$ cat src/design/pendulum_plant_euler_step_top_assert.svh
// Assertion shorthands for the pendulum plant block.
// Both sample on aclk and stay quiet while aresetn is low.
`ifndef PENDULUM_PLANT_EULER_STEP_TOP_ASSERT_SVH
`define PENDULUM_PLANT_EULER_STEP_TOP_ASSERT_SVH

// cond at this edge implies prop at the same edge
`define PPES_ASSERT_SAME(name, cond, prop) \
    name: assert property (@(posedge aclk) disable iff (!aresetn) (cond) |-> (prop)) \
        else $error("pendulum plant check failed");

// cond at this edge implies prop at the next edge
`define PPES_ASSERT_NEXT(name, cond, prop) \
    name: assert property (@(posedge aclk) disable iff (!aresetn) (cond) |=> (prop)) \
        else $error("pendulum plant check failed");

`endif

$ cat src/design/ppes_pkg.sv
package ppes_pkg;

    // configuration register indexes
    localparam logic [2:0] CFG_STEP_SIZE       = 3'd0;
    localparam logic [2:0] CFG_COEF_VEL_VEL    = 3'd1;
    localparam logic [2:0] CFG_COEF_VEL_ANGLE  = 3'd2;
    localparam logic [2:0] CFG_COEF_RATE_VEL   = 3'd3;
    localparam logic [2:0] CFG_COEF_RATE_ANGLE = 3'd4;
    localparam logic [2:0] CFG_GAIN_VEL_FORCE  = 3'd5;
    localparam logic [2:0] CFG_GAIN_RATE_FORCE = 3'd6;

    localparam logic [23:0] STEP_SIZE_RESET = 24'd16777;

    // op codes
    localparam logic OP_ADVANCE = 1'b0;
    localparam logic OP_LOAD    = 1'b1;

    // multiplier schedule, one product per code
    localparam logic [3:0] MS_VEL_BY_VEL    = 4'd0;
    localparam logic [3:0] MS_VEL_BY_ANGLE  = 4'd1;
    localparam logic [3:0] MS_VEL_BY_FORCE  = 4'd2;
    localparam logic [3:0] MS_RATE_BY_VEL   = 4'd3;
    localparam logic [3:0] MS_RATE_BY_ANGLE = 4'd4;
    localparam logic [3:0] MS_RATE_BY_FORCE = 4'd5;
    localparam logic [3:0] MS_POS_INC       = 4'd6;
    localparam logic [3:0] MS_ANGLE_INC     = 4'd7;
    localparam logic [3:0] MS_VEL_INC_LO    = 4'd8;
    localparam logic [3:0] MS_VEL_INC_HI    = 4'd9;
    localparam logic [3:0] MS_RATE_INC_LO   = 4'd10;
    localparam logic [3:0] MS_RATE_INC_HI   = 4'd11;
    localparam logic [3:0] NUM_MUL_STEPS    = 4'd12;

    typedef enum logic [1:0] {
        ST_IDLE,
        ST_MUL,
        ST_ROUND,
        ST_WRITE
    } ctl_state_t;

    typedef struct packed {
        logic       start;
        logic       mul_en;
        logic [3:0] mul_sel;
        logic       round_en;
        logic       write_en;
    } ctl_cmd_t;

endpackage

$ cat src/design/ppes_ctrl.sv
module ppes_ctrl (
    input  logic                aclk,
    input  logic                aresetn,
    input  logic                s_tvalid,
    input  logic                in_op,
    output logic                s_tready,
    input  logic                m_tready,
    output logic                m_tvalid,
    output ppes_pkg::ctl_cmd_t  cmd
);

    ppes_pkg::ctl_state_t state_reg, state_next;
    logic [3:0]           cnt_reg, cnt_next;
    logic                 m_tvalid_reg, m_tvalid_next;

    always_ff @(posedge aclk) begin
        if (!aresetn) begin
            state_reg    <= ppes_pkg::ST_IDLE;
            cnt_reg      <= '0;
            m_tvalid_reg <= 1'b0;
        end else begin
            state_reg    <= state_next;
            cnt_reg      <= cnt_next;
            m_tvalid_reg <= m_tvalid_next;
        end
    end

    always_comb begin
        state_next   = state_reg;
        cnt_next     = cnt_reg;
        cmd          = '0;
        cmd.mul_sel  = cnt_reg;
        s_tready     = 1'b0;
        unique case (state_reg)
            ppes_pkg::ST_IDLE: begin
                s_tready = 1'b1;
                if (s_tvalid) begin
                    cmd.start  = 1'b1;
                    cnt_next   = '0;
                    state_next = (in_op == ppes_pkg::OP_LOAD) ? ppes_pkg::ST_WRITE
                                                              : ppes_pkg::ST_MUL;
                end
            end
            ppes_pkg::ST_MUL: begin
                // last count only drains the product register
                cmd.mul_en = (cnt_reg != ppes_pkg::NUM_MUL_STEPS);
                if (cnt_reg == ppes_pkg::NUM_MUL_STEPS) begin
                    state_next = ppes_pkg::ST_ROUND;
                end else begin
                    cnt_next = cnt_reg + 4'd1;
                end
            end
            ppes_pkg::ST_ROUND: begin
                cmd.round_en = 1'b1;
                state_next   = ppes_pkg::ST_WRITE;
            end
            ppes_pkg::ST_WRITE: begin
                // hold until the output slot is free
                if (!m_tvalid_reg || m_tready) begin
                    cmd.write_en = 1'b1;
                    state_next   = ppes_pkg::ST_IDLE;
                end
            end
            default: state_next = ppes_pkg::ST_IDLE;
        endcase
        m_tvalid_next = cmd.write_en | (m_tvalid_reg & ~m_tready);
    end

    assign m_tvalid = m_tvalid_reg;

endmodule

$ cat config.mk
export PLATFORM = sky130hd
export DESIGN_NAME = ppes_ctrl
export DESIGN_NICKNAME = d
export VERILOG_FILES = /design/src/design/pendulum_plant_euler_step_top_assert.svh /design/src/design/ppes_pkg.sv /design/src/design/ppes_ctrl.sv
export SDC_FILE = /design/constraint.sdc
export NUM_CORES = 1
export LEC_CHECK = 0
export BUFFER_PORTS_ARGS = -buffer_cell sky130_fd_sc_hd__buf_4
export CAP_MARGIN = 0
export CORE_AREA = 2 2 39 41
export CTS_CLUSTER_SIZE = 8
export DETAILED_ROUTE_END_ITERATION = 8
export DIE_AREA = 0 0 41 43
export GPL_ROUTABILITY_DRIVEN = 0
export PLACE_DENSITY = 0.68
export SYNTH_ARGS = -nofsm -noshare
export SYNTH_HDL_FRONTEND = slang
export SYNTH_SLANG_ARGS = --single-unit
$ cat constraint.sdc
create_clock -name aclk -period 4.15 [get_ports aclk]
set_clock_uncertainty 0.2 [all_clocks]
set_input_delay 0.6225 -clock aclk [delete_from_list [all_inputs] [get_ports aclk]]
set_output_delay 0.6225 -clock aclk [all_outputs]
set_load 0.005 [all_outputs]
==> Flow_metrics.wiki <==
{| class="wikitable"
! Metric !! Value
|-
| Result of the run || finished, final reports clean
|-
| Global-route wire length before repair || 1.60 mm
|-
| Arrival time worst endpoint || 1350 ps
|-
| Post-synthesis adder-cell area fraction || 15.9%
|-
| Height of the chip || 43 microns
|-
| Maximum clock frequency || 0.459 GHz
|-
| Htree depth || 1
|-
| Synth-to-layout area growth || 30.5%
|-
| CTS Root Cell || sky130_fd_sc_hd__clkbuf_4
|-
| Hold WC Path Type || reg2reg
|-
| Hold-fix buffers, CTS || 0
|-
| Setup repair after global routing missed its margin || no
|-
| Most used cells in the layout excluding fill and tap cells || 14 x sky130_fd_sc_hd__buf_4, 7 x sky130_fd_sc_hd__dfxtp_1, 6 x sky130_fd_sc_hd__inv_1, 6 x sky130_fd_sc_hd__ha_1
|-
| Number of max-slew violations in the final report || 0
|-
| Power per cell area || 508 nW/um^2
|-
| Leakage component of the power || 0.281 nW
|-
| Synthesis Warnings || 0
|-
| Via-per-instance ratio || 5.09
|-
| Final-layout setup total negative slack || 0 ps
|-
| CP required || 3330 ps
|-
| Avg Synthesized Cell Area || 9.07 sq um
|-
| Layout Nets || 81
|-
| Main combinational cell family by area after synthesis || simple AND/OR/NAND/NOR gates
|-
| Simple-gate share of the synthesized area || 25.7%
|-
| Fraction of layout instances using a drive strength above 1 || 31.9%
|-
| Starting utilization of the core area || 34.1%
|-
| Netlist area before placement || 472 sq um
|-
| Number of nets in the synthesized netlist || 63
|-
| Number of DRC markers after the initial detailed-route iteration || 6
|-
| Number of cell rows || 14
|-
| Fin cells || 85
|-
| Synthesized-area fraction occupied by ao, oa, aoi and oai cells || 15.6%
|-
| Routed len/inst || 11.8 microns
|-
| Overflow left after global routing || 0
|-
| Post-Place Setup Slack || 2160 ps
|-
| Fin. Hold Viols || 0
|-
| Final period utilization || 52.5%
|-
| Number of port buffers || 14
|-
| Longest Clk Path Bufs || 2
|-
| Unique cell type count in the Yosys netlist || 25
|-
| Placed wire-length estimate after detailed placement || 755 microns
|-
| Worst slew margin relative to its limit || 72.9%
|-
| Number of remaining DRC errors || 0
|-
| Number of cells in the design after placement || 81
|-
| Overall power consumption || 0.000313 W
|-
| Worst vdd ir || 216 uV
|-
| Total routed wirelength || 1.01 mm
|-
| Xor/xnor share of the synthesized area || 0%
|-
| Synthesis-stage register bit count || 7
|-
| Largest net degree at the start of global routing || 11
|-
| Setup-violating endpoint count in the final report || 0
|-
| Crit end category || output port
|-
| Width of the die || 41 microns
|-
| Count of cells resized by post-cts repair || 0
|-
| Number of antenna violations at the first check in global routing || 0
|-
| Router iterations before antenna repair || 4
|-
| Post-CTS Setup Repair Bufs || 0
|-
| Max Fanout on Critical Path || 10
|-
| Launching element type of the critical path || register
|-
| Number of clock sinks || 7
|-
| Worst-Skew Late Latency || 250 ps
|-
| Most common cell after layout, fill and taps aside || sky130_fd_sc_hd__buf_4
|-
| Floorplan Core Area || 1380 sq um
|-
| TritonCTS clock tree || done
|-
| Number of global-route vias before repair || 428
|-
| Diode insertion count for antenna repair || 0
|-
| Post-synthesis mux area share || 6.63%
|-
| Via total after detailed routing || 433
|-
| Synthesized instance count || 52
|-
| Worst Path Class, Setup || reg2out
|-
| Clock-pin slew on the worst setup and hold paths || 50 ps
|-
| Min cycle time layout || 2180 ps
|-
| Proportion of synthesized chip area in sequential cells || 29.7%
|-
| Total routing resource utilization after global routing || 13.2%
|-
| Overall die area || 1760 sq um
|-
| Clock buffer count from CTS || 3
|-
| Number of placed I/O pins || 15
|-
| Largest register FFs || 4
|-
| Max-capacitance violation count || 0
|-
| Post-route antenna net violation count || 0
|-
| Worst path setup slack after routing || 1970 ps
|-
| Measured slew at the worst slew-check pin || 407 ps
|}
[metal layers]
metal  wire (microns)  GRT usage (%)  vias to the layer above
met5                0              0                        -
met2              497           20.0                        5
met3               23           3.14                        2
met1              474           15.9                      206
met4               12           8.00                        0
li1                 -              -                      220
[final cells by class]
type                       count  area (sq um)
tap                           16          20.0
clock buffer                   4          26.3
sequential                     7           140
fill                         145           768
multi-input combinational     38           302
inverter                       6          22.5
timing repair buffer          14           105
[logic make-up after synthesis]
| kind of cell | count (synthesis) |
|---|---|
| adders and majority gates | 6 |
| and+or+nand+nor | 18 |
| DFF | 7 |
| muxes | 3 |
| buffers and inverters | 7 |
| AOI/OAI and AO/OA | 11 |
[final timing paths]
check / start / end / slack (ps) / cells past startpoint
worst max-delay path: state_reg[1] / cmd[6] / 1970 / 4
worst min-delay path: state_reg[1] / state_reg[1] / 310 / 2
worst max register to register: state_reg[0] / state_reg[0] / 2430 / 4
worst min register to register: state_reg[1] / state_reg[1] / 310 / 2
[synth_stat cells (all sizes together)]
| master | instances | share of area, % |
|---|---|---|
| dfxtp | 7 | 30 |
| ha | 6 | 16 |
| inv | 6 | 4.8 |
| a21oi | 3 | 3.2 |
| nand4b | 3 | 5.6 |
| nor2b | 3 | 4.0 |
| o21ai | 3 | 3.2 |
| and2 | 2 | 2.9 |
| mux2i | 2 | 4.2 |
| nand2 | 2 | 1.6 |
| nor2 | 2 | 1.6 |
| a211o | 1 | 1.9 |
| a222oi | 1 | 2.1 |
| a31oi | 1 | 1.3 |
| and3 | 1 | 1.6 |
| and4 | 1 | 2.1 |
| buf | 1 | 1.6 |
| mux2 | 1 | 2.4 |
| nand2b | 1 | 1.3 |
| nand3 | 1 | 2.1 |
| nand3b | 1 | 1.6 |
| nand4 | 1 | 1.3 |
| o221a | 1 | 2.4 |
| o31ai | 1 | 1.6 |
[metrics by stage]
step                hold slack, ps  area [sq um]  utilization [%]
finish                         315           616             44.5
global route                   346           616             44.5
CTS                            322           616             44.5
detailed placement             308           589             42.6
global placement               296           589             42.6
floorplan                      268           472                -
[power breakdown]
group / switching [W] / internal (W) / leakage [nW]
clock: 0.0000254 / 0.0000367 / 0.0150
combinational: 0.0000753 / 0.0000820 / 0.209
sequential: 0.0000137 / 0.0000798 / 0.0570
[worst max-delay path: stages, from the launching register on]
cell	delay (ps)
sky130_fd_sc_hd__dfxtp_1	380
sky130_fd_sc_hd__inv_1	80
sky130_fd_sc_hd__ha_1	290
sky130_fd_sc_hd__and2_2	220
sky130_fd_sc_hd__buf_4	130
Power figures use the tool's default switching activity.
